**config.mk**
```make
export PLATFORM = sky130hd
export DESIGN_NAME = ycbcr_half_to_bgr8_crop_core
export DESIGN_NICKNAME = d
export VERILOG_FILES = /design/src/rtl/ybgr_pkg.sv /design/src/rtl/ycbcr_half_to_bgr8_crop_core.sv /design/src/rtl/ybgr_front.sv /design/src/rtl/ybgr_fifo.sv /design/src/rtl/ybgr_back.sv
export VERILOG_INCLUDE_DIRS = /design/src /design/src/rtl
export SDC_FILE = /design/constraint.sdc
export NUM_CORES = 2
export LEC_CHECK = 0
export BUFFER_PORTS_ARGS = -buffer_cell sky130_fd_sc_hd__buf_2
export CORE_ASPECT_RATIO = 1.25
export CORE_MARGIN = 2
export CORE_UTILIZATION = 39
export DETAILED_ROUTE_END_ITERATION = 16
export SLEW_MARGIN = 20
export SYNTH_ARGS = -nofsm -noshare
export SYNTH_HDL_FRONTEND = slang
export SYNTH_HIERARCHICAL = 1
export SYNTH_SLANG_ARGS = --single-unit
export TNS_END_PERCENT = 10
```
**constraint.sdc**
```tcl
create_clock -name clk -period 20.8 [get_ports clk]
set_clock_uncertainty 0.05 [all_clocks]
set_input_delay 2.08 -clock clk [delete_from_list [all_inputs] [get_ports clk]]
set_output_delay 2.08 -clock clk [all_outputs]
set_load 0.01 [all_outputs]
```
**src/rtl/ycbcr_half_to_bgr8_crop_core_defines.svh**
```systemverilog
// Assertion macros used by the top file of the converter core.
`ifndef YCBCR_HALF_TO_BGR8_CROP_CORE_DEFINES_SVH
`define YCBCR_HALF_TO_BGR8_CROP_CORE_DEFINES_SVH

`ifndef ASSERT_OFF
`define YB_ASSERT_IMP(name, ante, cons) \
  name: assert property (@(posedge clk) disable iff (!rst_n) (ante) |-> (cons)) \
    else $error("assertion failed");
`define YB_ASSERT_NXT(name, ante, cons) \
  name: assert property (@(posedge clk) disable iff (!rst_n) (ante) |=> (cons)) \
    else $error("assertion failed");
`else
`define YB_ASSERT_IMP(name, ante, cons)
`define YB_ASSERT_NXT(name, ante, cons)
`endif

`endif

```
**src/rtl/ybgr_pkg.sv**
```systemverilog
package ybgr_pkg;

  localparam int CFG_W     = 13;
  localparam int CFG_IDX_W = 2;
  localparam int HALF_W    = 16;
  localparam int BYTE_W    = 8;

  typedef enum logic [CFG_IDX_W-1:0] {
    REG_VIS_W,
    REG_VIS_H,
    REG_PAD_W,
    REG_PAD_H
  } cfg_reg_t;

  localparam logic [CFG_W-1:0] RST_VIS_W = 13'd1920;
  localparam logic [CFG_W-1:0] RST_VIS_H = 13'd1080;
  localparam logic [CFG_W-1:0] RST_PAD_W = 13'd1920;
  localparam logic [CFG_W-1:0] RST_PAD_H = 13'd1088;

  localparam int FIFO_DEPTH = 4;

  typedef struct packed {
    logic [HALF_W-1:0] luma;
    logic [HALF_W-1:0] cb;
    logic [HALF_W-1:0] cr;
    logic              row_end;
    logic              frame_end;
  } pix_word_t;

  typedef struct packed {
    logic      push;
    pix_word_t word;
  } fifo_wr_t;

  typedef struct packed {
    logic      avail;
    pix_word_t word;
  } fifo_rd_t;

  localparam logic signed [17:0] C_CR_R   = 18'sd103206;
  localparam logic signed [17:0] C_CB_B   = 18'sd121609;
  localparam logic signed [17:0] C_KR     = 18'sd13933;
  localparam logic signed [17:0] C_KB     = 18'sd4732;
  localparam logic signed [17:0] C_INV_KG = 18'sd91633;

endpackage

```
**src/rtl/ycbcr_half_to_bgr8_crop_core.sv**
```systemverilog
// Throughput: one word per cycle unless in_stall or out_stall holds the
// flow; the front counters and the eight-stage arithmetic pipeline behind
// a four-word queue each advance once per cycle when not stalled.
// Cropped words advance the counters and produce no output.
// Reset (rst_n low, synchronous) restores the default sizes, zeroes the
// counters and empties the queue and pipeline; no clearing pass follows.
`include "ycbcr_half_to_bgr8_crop_core_defines.svh"

module ycbcr_half_to_bgr8_crop_core #(
  parameter int MAX_DIMENSION = 4096
) (
  input  logic                           clk,
  input  logic                           rst_n,
  input  logic                           cfg_valid,
  output logic                           cfg_ready,
  input  logic [ybgr_pkg::CFG_IDX_W-1:0] cfg_index,
  input  logic [ybgr_pkg::CFG_W-1:0]     cfg_data,
  input  logic                           in_valid,
  output logic                           in_stall,
  input  logic [ybgr_pkg::HALF_W-1:0]    in_luma_half,
  input  logic [ybgr_pkg::HALF_W-1:0]    in_blue_diff_half,
  input  logic [ybgr_pkg::HALF_W-1:0]    in_red_diff_half,
  output logic                           out_valid,
  input  logic                           out_stall,
  output logic [ybgr_pkg::BYTE_W-1:0]    out_blue_byte,
  output logic [ybgr_pkg::BYTE_W-1:0]    out_green_byte,
  output logic [ybgr_pkg::BYTE_W-1:0]    out_red_byte,
  output logic                           out_row_end,
  output logic                           out_frame_end
);

  ybgr_pkg::fifo_wr_t wr;
  ybgr_pkg::fifo_rd_t rd;
  logic               fifo_full;
  logic               fifo_pop;

  assign cfg_ready = 1'b1;
  assign in_stall  = fifo_full;

  ybgr_front #(
    .MAX_DIMENSION(MAX_DIMENSION)
  ) u_front (
    .clk              (clk),
    .rst_n            (rst_n),
    .cfg_valid        (cfg_valid),
    .cfg_index        (cfg_index),
    .cfg_data         (cfg_data),
    .in_valid         (in_valid),
    .in_luma_half     (in_luma_half),
    .in_blue_diff_half(in_blue_diff_half),
    .in_red_diff_half (in_red_diff_half),
    .fifo_full        (fifo_full),
    .wr               (wr)
  );

  ybgr_fifo u_fifo (
    .clk  (clk),
    .rst_n(rst_n),
    .wr   (wr),
    .pop  (fifo_pop),
    .full (fifo_full),
    .rd   (rd)
  );

  ybgr_back u_back (
    .clk           (clk),
    .rst_n         (rst_n),
    .rd            (rd),
    .pop           (fifo_pop),
    .out_valid     (out_valid),
    .out_stall     (out_stall),
    .out_blue_byte (out_blue_byte),
    .out_green_byte(out_green_byte),
    .out_red_byte  (out_red_byte),
    .out_row_end   (out_row_end),
    .out_frame_end (out_frame_end)
  );

  `YB_ASSERT_IMP(a_frame_implies_row, out_valid && out_frame_end, out_row_end)
  `YB_ASSERT_IMP(a_held_output_no_pop, out_valid && out_stall, !fifo_pop)
  `YB_ASSERT_IMP(a_no_push_when_full, wr.push, !fifo_full)
  `YB_ASSERT_NXT(a_push_makes_avail, wr.push && !fifo_pop, rd.avail)

endmodule

```
**src/rtl/ybgr_front.sv**
```systemverilog
module ybgr_front #(
  parameter int MAX_DIMENSION = 4096
) (
  input  logic                          clk,
  input  logic                          rst_n,
  input  logic                          cfg_valid,
  input  logic [ybgr_pkg::CFG_IDX_W-1:0] cfg_index,
  input  logic [ybgr_pkg::CFG_W-1:0]     cfg_data,
  input  logic                          in_valid,
  input  logic [ybgr_pkg::HALF_W-1:0]    in_luma_half,
  input  logic [ybgr_pkg::HALF_W-1:0]    in_blue_diff_half,
  input  logic [ybgr_pkg::HALF_W-1:0]    in_red_diff_half,
  input  logic                          fifo_full,
  output ybgr_pkg::fifo_wr_t             wr
);

  localparam int DW = $clog2(MAX_DIMENSION + 1);
  localparam int EW = (DW > ybgr_pkg::CFG_W) ? DW : ybgr_pkg::CFG_W;
  localparam int CW = $clog2(MAX_DIMENSION);

  logic [ybgr_pkg::CFG_W-1:0] vis_w_r, vis_h_r, pad_w_r, pad_h_r;
  logic [CW-1:0] col_r, row_r, col_nxt, row_nxt;
  logic [EW-1:0] pw, ph, vw0, vh0, vw, vh, colx, rowx, col_inc, row_inc;
  logic          kept, rend, accept;

  function automatic logic [EW-1:0] fit_dim(input logic [ybgr_pkg::CFG_W-1:0] v);
    logic [EW-1:0] x;
    x = EW'(v);
    if (x == '0) begin
      return EW'(1);
    end else if (x > EW'(MAX_DIMENSION)) begin
      return EW'(MAX_DIMENSION);
    end
    return x;
  endfunction

  always_ff @(posedge clk) begin
    if (!rst_n) begin
      vis_w_r <= ybgr_pkg::RST_VIS_W;
      vis_h_r <= ybgr_pkg::RST_VIS_H;
      pad_w_r <= ybgr_pkg::RST_PAD_W;
      pad_h_r <= ybgr_pkg::RST_PAD_H;
    end else if (cfg_valid) begin
      unique case (ybgr_pkg::cfg_reg_t'(cfg_index))
        ybgr_pkg::REG_VIS_W: vis_w_r <= cfg_data;
        ybgr_pkg::REG_VIS_H: vis_h_r <= cfg_data;
        ybgr_pkg::REG_PAD_W: pad_w_r <= cfg_data;
        ybgr_pkg::REG_PAD_H: pad_h_r <= cfg_data;
      endcase
    end
  end

  always_comb begin
    pw   = fit_dim(pad_w_r);
    ph   = fit_dim(pad_h_r);
    vw0  = fit_dim(vis_w_r);
    vh0  = fit_dim(vis_h_r);
    vw   = (vw0 > pw) ? pw : vw0;
    vh   = (vh0 > ph) ? ph : vh0;
    colx = EW'(col_r);
    rowx = EW'(row_r);
    kept = (colx < vw) && (rowx < vh);
    rend = (colx == vw - EW'(1));
    col_inc = colx + EW'(1);
    if (col_inc >= pw) begin
      col_nxt = '0;
      row_inc = rowx + EW'(1);
    end else begin
      col_nxt = col_inc[CW-1:0];
      row_inc = rowx;
    end
    row_nxt = (row_inc >= ph) ? '0 : row_inc[CW-1:0];
  end

  assign accept = in_valid && !fifo_full;

  always_ff @(posedge clk) begin
    if (!rst_n) begin
      col_r <= '0;
      row_r <= '0;
    end else if (accept) begin
      col_r <= col_nxt;
      row_r <= row_nxt;
    end
  end

  always_comb begin
    wr.push           = accept && kept;
    wr.word.luma      = in_luma_half;
    wr.word.cb        = in_blue_diff_half;
    wr.word.cr        = in_red_diff_half;
    wr.word.row_end   = rend;
    wr.word.frame_end = rend && (rowx == vh - EW'(1));
  end

endmodule

```
**src/rtl/ybgr_fifo.sv**
```systemverilog
module ybgr_fifo (
  input  logic               clk,
  input  logic               rst_n,
  input  ybgr_pkg::fifo_wr_t wr,
  input  logic               pop,
  output logic               full,
  output ybgr_pkg::fifo_rd_t rd
);

  localparam int AW = $clog2(ybgr_pkg::FIFO_DEPTH);
  localparam int NW = $clog2(ybgr_pkg::FIFO_DEPTH + 1);

  ybgr_pkg::pix_word_t mem_r [ybgr_pkg::FIFO_DEPTH];
  logic [AW-1:0] wr_ptr_r, rd_ptr_r, wr_ptr_nxt, rd_ptr_nxt;
  logic [NW-1:0] cnt_r, cnt_nxt;
  logic          do_push, do_pop;

  assign full    = (cnt_r == NW'(ybgr_pkg::FIFO_DEPTH));
  assign do_push = wr.push && !full;
  assign do_pop  = pop && (cnt_r != '0);

  always_comb begin
    wr_ptr_nxt = (wr_ptr_r == AW'(ybgr_pkg::FIFO_DEPTH - 1)) ? '0 : wr_ptr_r + AW'(1);
    rd_ptr_nxt = (rd_ptr_r == AW'(ybgr_pkg::FIFO_DEPTH - 1)) ? '0 : rd_ptr_r + AW'(1);
    cnt_nxt    = cnt_r + NW'(do_push) - NW'(do_pop);
  end

  always_ff @(posedge clk) begin
    if (!rst_n) begin
      wr_ptr_r <= '0;
      rd_ptr_r <= '0;
      cnt_r    <= '0;
    end else begin
      if (do_push) begin
        wr_ptr_r <= wr_ptr_nxt;
      end
      if (do_pop) begin
        rd_ptr_r <= rd_ptr_nxt;
      end
      cnt_r <= cnt_nxt;
    end
  end

  always_ff @(posedge clk) begin
    if (do_push) begin
      mem_r[wr_ptr_r] <= wr.word;
    end
  end

  always_comb begin
    rd.avail = (cnt_r != '0);
    rd.word  = mem_r[rd_ptr_r];
  end

endmodule

```
**src/rtl/ybgr_back.sv**
```systemverilog
module ybgr_back (
  input  logic                       clk,
  input  logic                       rst_n,
  input  ybgr_pkg::fifo_rd_t         rd,
  output logic                       pop,
  output logic                       out_valid,
  input  logic                       out_stall,
  output logic [ybgr_pkg::BYTE_W-1:0] out_blue_byte,
  output logic [ybgr_pkg::BYTE_W-1:0] out_green_byte,
  output logic [ybgr_pkg::BYTE_W-1:0] out_red_byte,
  output logic                       out_row_end,
  output logic                       out_frame_end
);

  localparam int QW = 22;
  localparam int PW = 40;
  localparam int RW = 24;
  localparam int GW = 42;
  localparam int VW = 26;
  localparam int NS = 8;

  logic en;

  logic [NS-1:0] vld_r;
  logic [1:0]    flg_r [NS];

  logic signed [QW-1:0] y1_r, cbm1_r, crm1_r, y1_nxt, cbm1_nxt, crm1_nxt;
  logic signed [QW-1:0] y2_r, y3_r, y4_r;
  logic signed [PW-1:0] pr2_r, pb2_r, pr2_nxt, pb2_nxt;
  logic signed [PW-1:0] pr2_rnd, pb2_rnd;
  logic signed [RW-1:0] r3_r, b3_r, r3_nxt, b3_nxt;
  logic signed [PW-1:0] pkr4_r, pkb4_r, pkr4_nxt, pkb4_nxt, pkr4_rnd, pkb4_rnd;
  logic signed [RW-1:0] r4_r, b4_r, r5_r, b5_r, r6_r, b6_r, r7_r, b7_r;
  logic signed [RW-1:0] t5_r, t5_nxt;
  logic signed [GW-1:0] pg6_r, pg6_nxt, pg6_rnd;
  logic signed [VW-1:0] g7_r, g7_nxt;
  logic [ybgr_pkg::BYTE_W-1:0] blue_r, green_r, red_r, blue_nxt, green_nxt, red_nxt;

  function automatic logic signed [QW-1:0] half_q16(input logic [ybgr_pkg::HALF_W-1:0] h);
    logic [4:0]  e;
    logic [9:0]  m;
    logic [31:0] sh;
    logic [20:0] mag;
    e   = h[14:10];
    m   = h[9:0];
    sh  = '0;
    mag = '0;
    if (e == 5'd31) begin
      mag = (m != '0) ? 21'd0 : 21'h100000;
    end else if (e == 5'd0) begin
      mag = 21'(m >> 8);
    end else begin
      if (e >= 5'd9) begin
        sh = {21'b0, 1'b1, m} << (e - 5'd9);
      end else begin
        sh = {21'b0, 1'b1, m} >> (5'd9 - e);
      end
      mag = (sh > 32'h100000) ? 21'h100000 : sh[20:0];
    end
    return h[15] ? -$signed({1'b0, mag}) : $signed({1'b0, mag});
  endfunction

  function automatic logic [ybgr_pkg::BYTE_W-1:0] to_byte(input logic signed [VW-1:0] v);
    logic [16:0] c;
    logic [24:0] p;
    logic [8:0]  q;
    logic [15:0] rem;
    logic        inc;
    if (v < 0) begin
      c = '0;
    end else if (v > 26'sd65536) begin
      c = 17'h10000;
    end else begin
      c = v[16:0];
    end
    p   = {c, 8'b0} - {8'b0, c};
    q   = p[24:16];
    rem = p[15:0];
    inc = (rem > 16'h8000) || ((rem == 16'h8000) && q[0]);
    return ybgr_pkg::BYTE_W'(q + 9'(inc));
  endfunction

  assign en  = !(vld_r[NS-1] && out_stall);
  assign pop = en && rd.avail;

  always_comb begin
    y1_nxt   = half_q16(rd.word.luma);
    cbm1_nxt = half_q16(rd.word.cb) - 22'sd32768;
    crm1_nxt = half_q16(rd.word.cr) - 22'sd32768;
    pr2_nxt  = PW'(crm1_r) * PW'(ybgr_pkg::C_CR_R);
    pb2_nxt  = PW'(cbm1_r) * PW'(ybgr_pkg::C_CB_B);
    pr2_rnd  = pr2_r + 40'sd32768;
    pb2_rnd  = pb2_r + 40'sd32768;
    r3_nxt   = RW'(y2_r) + pr2_rnd[PW-1:16];
    b3_nxt   = RW'(y2_r) + pb2_rnd[PW-1:16];
    pkr4_nxt = PW'(r3_r) * PW'(ybgr_pkg::C_KR);
    pkb4_nxt = PW'(b3_r) * PW'(ybgr_pkg::C_KB);
    pkr4_rnd = pkr4_r + 40'sd32768;
    pkb4_rnd = pkb4_r + 40'sd32768;
    t5_nxt   = RW'(y4_r) - pkr4_rnd[PW-1:16] - pkb4_rnd[PW-1:16];
    pg6_nxt  = GW'(t5_r) * GW'(ybgr_pkg::C_INV_KG);
    pg6_rnd  = pg6_r + 42'sd32768;
    g7_nxt   = pg6_rnd[GW-1:16];
    blue_nxt  = to_byte(VW'(b7_r));
    green_nxt = to_byte(g7_r);
    red_nxt   = to_byte(VW'(r7_r));
  end

  always_ff @(posedge clk) begin
    if (!rst_n) begin
      vld_r <= '0;
    end else if (en) begin
      vld_r <= {vld_r[NS-2:0], rd.avail};
    end
  end

  always_ff @(posedge clk) begin
    if (en) begin
      flg_r[0] <= {rd.word.row_end, rd.word.frame_end};
      for (int i = 1; i < NS; i++) begin
        flg_r[i] <= flg_r[i-1];
      end
      y1_r    <= y1_nxt;
      cbm1_r  <= cbm1_nxt;
      crm1_r  <= crm1_nxt;
      y2_r    <= y1_r;
      pr2_r   <= pr2_nxt;
      pb2_r   <= pb2_nxt;
      y3_r    <= y2_r;
      r3_r    <= r3_nxt;
      b3_r    <= b3_nxt;
      y4_r    <= y3_r;
      r4_r    <= r3_r;
      b4_r    <= b3_r;
      pkr4_r  <= pkr4_nxt;
      pkb4_r  <= pkb4_nxt;
      t5_r    <= t5_nxt;
      r5_r    <= r4_r;
      b5_r    <= b4_r;
      pg6_r   <= pg6_nxt;
      r6_r    <= r5_r;
      b6_r    <= b5_r;
      g7_r    <= g7_nxt;
      r7_r    <= r6_r;
      b7_r    <= b6_r;
      blue_r  <= blue_nxt;
      green_r <= green_nxt;
      red_r   <= red_nxt;
    end
  end

  assign out_valid      = vld_r[NS-1];
  assign out_blue_byte  = blue_r;
  assign out_green_byte = green_r;
  assign out_red_byte   = red_r;
  assign out_row_end    = flg_r[NS-1][1];
  assign out_frame_end  = flg_r[NS-1][0];

endmodule

```
Yosys cells after proc, flatten, opt, wreduce, memory -nomap -nowiden:

Memories as Yosys holds them, arrays and structs flattened. A register that Yosys moved wholly into a read port is not among the register bits.
Cells that the tools add are included.

* reductions and logical operators: 32
* multiply operators: 5
* shift-type cells: 6
* muxes and demuxes: 62
* $lt $le $gt $ge: 25
* add/sub/neg operators: 34
* eq/ne operators: 14

Operators by type and width (number)
* $mux 32: 9
* $mux 21: 13
* $mux 13: 15
* $add 40x17->40 const B: 4
* $mux 17: 6
* $gt 32x21->1 const B: 3
* $shl 11x5->32: 3
* $shr 11x5->32: 3
* $sub 24x17->24: 3
* $neg 21->22: 3
* $gt 13x13->1 const B: 4
* $logic_not 13->1: 4
* $add 24x24->24: 2
* $eq 16x16->1 const B: 3
* $gt 16x16->1 const B: 3
* $gt 24x18->1 const B: 2
* $lt 24x1->1 const B: 2
* $sub 24x24->24: 2
* $mux 22: 2
* $sub 22x17->22 const B: 2
* $add 42x17->42 const B: 1
* $mul 24x18->42 const B: 1
* $mul 22x18->40 const B: 1
* $mul 22x17->39 const B: 1
* 32 further kinds: 86

* logic and storage cells: 217
* memories: 2
* input bits: 68
* bits in writable memories: 216
* register bits: 736
* output and inout port bits: 29

Memory list
* u_fifo.mem_r: words 4, bits a word 50, read ports 1, clocked after memory_dff 1, write ports 1, line ybgr_fifo.sv:13 `ybgr_pkg::pix_word_t mem_r [ybgr_pkg::FIFO_DEPTH];`
* u_back.flg_r: words 8, bits a word 2, read ports 8, clocked after memory_dff 0, write ports 8, line ybgr_back.sv:25 `logic [1:0] flg_r [NS];`

Logic depth before layout (Yosys ltp):

* depth in word-level cells: 12
* gate-level depth with buffers: 39
* mapped depth without buffers: 35

Modules after synthesis:

The synthesis kept the hierarchy.

Modules (own cells, without submodules)
* ybgr_back: cells an instance 6305, seq. area each 17757.0 µm², times used 1, area an instance 66127.2 µm²
* ybgr_fifo: cells an instance 314, seq. area each 6185.9 µm², times used 1, area an instance 7754.9 µm²
* ybgr_front: cells an instance 982, seq. area each 1521.5 µm², times used 1, area an instance 7352.1 µm²
* ycbcr_half_to_bgr8_crop_core: cells an instance 2, seq. area each 0.0 µm², times used 1, area an instance 11.3 µm²

Worst setup path before layout:

No wires, ideal clock.

* path kind: input to register
* from: input out_stall
* to: register u_fifo.cnt_r[2]
* buffers on the path: 1
* setup time: 0.115 ns
* cell stages on the path: 14
* arrival time: 18.746 ns
* required time: 20.635 ns
* path slack: 1.889 ns
* path through: and2_1 clkbuf_1 clkinv_1 and2_1 o31ai_1 inv_1 ha_1 inv_1 ha_1 inv_1 fa_1 xnor2_1 xnor2_1 and2_1

* word-level cells in the longest chain between the ends: 5

Ends and longest elaborated chain
* from (decl): line ycbcr_half_to_bgr8_crop_core.sv:24 `input logic out_stall,`
* $logic_and 1x1->1: line ybgr_back.sv:83 `assign en = !(vld_r[NS-1] && out_stall);`
* $logic_not 1->1: line ybgr_back.sv:83
* $logic_and 1x1->1: line ybgr_back.sv:84 `assign pop = en && rd.avail;`
* via fifo_pop: line ycbcr_half_to_bgr8_crop_core.sv:35 `logic fifo_pop;`
* $logic_and 1x1->1: line ybgr_fifo.sv:20 `assign do_pop = pop && (cnt_r != '0);`
* $sub 3x1->3: line ybgr_fifo.sv:25 `cnt_nxt = cnt_r + NW'(do_push) - NW'(do_pop);`
* to (signal assigned): line ybgr_fifo.sv:40 `cnt_r <= cnt_nxt;`
* to (decl): line ybgr_fifo.sv:15 `logic [NW-1:0] cnt_r, cnt_nxt;`

The timed path passes the listed nets, and every way through them passes these cells.
A chain may end at the register's enable or synchronous reset.

==> reports/results.tsv <==
stage	metric	value	unit
clock_tree	H-tree Lvls	3	
clock_tree	Max Root-Sink Buffers	3	
setup_path	Startpoint Class	register	
route	drt initial violations	2706	
sta	Tcrit/Tclk final	0.363	
setup_path	crit end category	register	
die	die area	212000	µm²
die	die span in y	514	µm
setup_path	kind of critical path	reg -> reg	
global_route	Total GRT Usage	0.168	
yosys	Synth Register Bits	879	
global_route	initial antenna violation count	6	
place	detailed placer's ending HPWL	142	mm
worst_hold_path	min-delay src	u_back/r4_r[19]	
sta	Slew @ Worst Pin	1.07	ns
worst_hold_path	HP Class	reg -> reg	
global_route	first-pass GRT wire length	289	mm
clock_tree	Post-CTS Setup Inserts	0	
yosys	sequential share of the synthesized area	0.313	
global_route	vias in the first global route	55358	
yosys	largest cells by area after synthesis	edfxtp_1 (29%), fa_1 (18%), ha_1 (15%)	
sta	Max-slew headroom	0.288	
sta	unrepaired setup endpoints after global routing	no	
clock_tree	clock-pin slew on the worst setup and hold paths	0.06	ns
yosys	count leader, synth	inv_1	
cells_and_area	nets@finish	9378	
yosys	Post-Syn Area	81200	µm²
route	DRC Markers	0	
route	DR pass1 iterations	5	
place	GP Congestion	0.924	
sta	final hold viol count	0	
clock_tree	Resized cells post-CTS	0	
route	DR vias	52908	
clock_tree	worst skew pair latency	0.76	ns
place	IO Port Bufs	95	
yosys	syn avg cell area	10.7	µm²
yosys	area leader, netlist	edfxtp_1	
cells_and_area	Layout Area Growth over Synthesis	7.94	%
die	Die Wd	412	µm
place	instance area at placement	84300	µm²
die	Top-Level Pins	97	
die	row cnt	187	
sta	final setup violating endpoints	0	
clock_tree	CTS tree	built	
setup_path	Slowest cell on crit path	mux4_2	
setup_path	Worst path max stage delay	0.81	ns
yosys	Post-synth EDFFs	786	
die	Placeable Area	207000	µm²
yosys	Cells after Synth	7603	
clock_tree	CTS Hold Bufs	0	
cells_and_area	post-route cell area	87700	µm²
sta	TNS Setup	0	ns
yosys	most frequent cells after synthesis	inv_1 (1509), ha_1 (942), edfxtp_1 (786)	
global_route	largest net degree at the start of global routing	170	
setup_path	crit path buf inv count	4	
setup_path	CP required	21.23	ns
sta	Final Max Tran Viols	0	
clock_tree	TritonCTS Buffers	98	
global_route	total gr overflow	0	
route	final wirelength	176	mm
cells_and_area	FILL cells	19865	
outcome	status	completed	
yosys	ys flop type	edfxtp_1	
route	Routed wire per std cell	16.9	µm
cells_and_area	share of cells above drive strength 1	0.0654	
yosys	fraction of registers with async set/reset	0	
die	Starting Density	0.392	
flow_run	total of max-cap violations	0	
yosys	synth unique cells	114	
route	ANT nets after route	0	
route	Via-to-Cell Ratio	5.07	
yosys	share of the synthesized area in the top cell type	0.291	
setup_path	Worst Path Max Fanout	33	
clock_tree	clk root buf	clkbuf_16	
sta	Tmin final	7.56	ns
setup_path	crit-path cells	buf_4, mux4_2, inv_1, ha_1, a21boi_4, xnor2_2, mux2i_1, mux2i_1, nand4b_2, o41a_1, o41ai_2, a21o_1, a21oi_1, o31ai_1, inv_1, ha_1, inv_1, nor3_4, a32o_1	
clock_tree	Num Clock Sinks	879	
sta	fmax	0.132	GHz
setup_path	Critical Path Most Common Cell	inv_1	
yosys	syn_nets	9363	
yosys	Syn. warnings	6	
setup_path	cell family with most CP delay	compound AO/OA/AOI/OAI gates	
setup_path	arrival time worst endpoint	7.99	ns
placed cells by master (no fill, tap or decap), types with 27 or more instances in the layout:
cell type / Yosys / layout
nor2_1: 336 / 336
nor3_1: 117 / 117
nand2b_1: 51 / 51
nand4_1: 61 / 61
o31ai_1: 28 / 28
mux2_2: 46 / 46
xor2_1: 129 / 129
edfxtp_1: 786 / 786
inv_1: 1509 / 1509
nand3_1: 165 / 165
buf_4: 51 / 30
a31oi_1: 38 / 38
and2_1: 63 / 59
nor4_1: 41 / 41
o21ai_0: 194 / 194
a21oi_1: 240 / 240
a21o_1: 67 / 67
dfxtp_1: 93 / 91
xnor2_1: 320 / 320
fa_1: 750 / 750
or3_1: 29 / 29
mux4_2: 77 / 77
o211ai_1: 27 / 27
o21a_1: 54 / 54
or2_2: 29 / 29
a211oi_1: 45 / 43
nor2b_1: 86 / 86
ha_1: 942 / 942
mux2i_1: 83 / 83
o21ai_1: 30 / 30
nand2_1: 424 / 424
buf_2: 32 / 95
and3_1: 85 / 85
o21bai_1: 29 / 29
clkbuf_16: 0 / 98
a21boi_0: 48 / 48
flip-flops by register name (all words and copies together), names as in the netlist, 23 cells and up, named ones only:
signal,count
u_back/pr2_r,25
u_back/b5_r,24
u_back/r6_r,24
u_back/r7_r,24
u_back/r3_r,24
u_back/b4_r,24
u_back/pkr4_r,26
u_back/g7_r,26
u_back/r5_r,24
u_back/pg6_r,27
u_back/b7_r,24
u_back/pkb4_r,23
u_fifo/mem_r,200
u_back/b6_r,24
u_back/t5_r,24
u_back/b3_r,24
u_back/pb2_r,25
worst register-to-register path, delay by kind of cell (launching register included):
family | cells | cell delay [ns]
buffers and inverters | 4 | 1.17
flip-flops | 1 | 0.58
adder cells (fa/ha/maj) | 2 | 0.76
AO/OA/AOI/OAI | 7 | 2.22
AND/OR/NAND/NOR | 2 | 0.39
multiplexers | 3 | 1.39
XOR/XNOR | 1 | 0.71
area by class of cell:
type                    instances  area, µm²  area share
well taps                    2740       3430      0.0391
clock buffers                 106       2480      0.0283
repair buffers                127        741     0.00845
inverters                    1517       5700      0.0650
clock inverters                77        936      0.0107
diodes                          1       2.50   0.0000285
multi-input cells            4995      48900       0.558
flip-flops and latches        879      25500       0.290
stage by stage:
stage / hold WS (ns) / instances / worst slack, ns / utilization
after floorplan: 0.350 / 7603 / 1.89 / -
after global placement: 0.351 / 10258 / 13.43 / 0.407
after detailed placement: 0.355 / 10258 / 13.27 / 0.407
after CTS: 0.335 / 10441 / 13.24 / 0.423
after global routing: 0.347 / 10442 / 12.68 / 0.423
final: 0.342 / 10442 / 13.24 / 0.423
cells by family after synthesis:
logic type,after synthesis,synth area share
AO/OA/AOI/OAI,1073,0.0893
flip-flops,879,0.313
buffers and inverters,1729,0.0847
adder cells (fa/ha/maj),1692,0.330
XOR/XNOR,452,0.0490
AND/OR/NAND/NOR,1569,0.0953
multiplexers,208,0.0384
other,1,0.0000462
final timing paths:
kind	end	slack [ns]	cells after the start
min reg2reg	u_back/r5_r[19]	0.34	0
max	u_back/crm1_r[21]	13.24	19
min	u_back/r5_r[19]	0.34	0
max reg2reg	u_back/crm1_r[21]	13.24	19
metal layers:
layer  wire length (µm)  track usage  up-vias  part of all wire
met5                 66            0        -           0.00037
met4               5410       0.0549       10             0.031
met3               5280       0.0176      283             0.030
met2              91400        0.309      803              0.52
met1              74200        0.204    26026              0.42
li1                   -            -    25786                 -
Power is not shown: default switching activity piles up to over one toggle a cycle in this logic, so the estimate is an artifact.
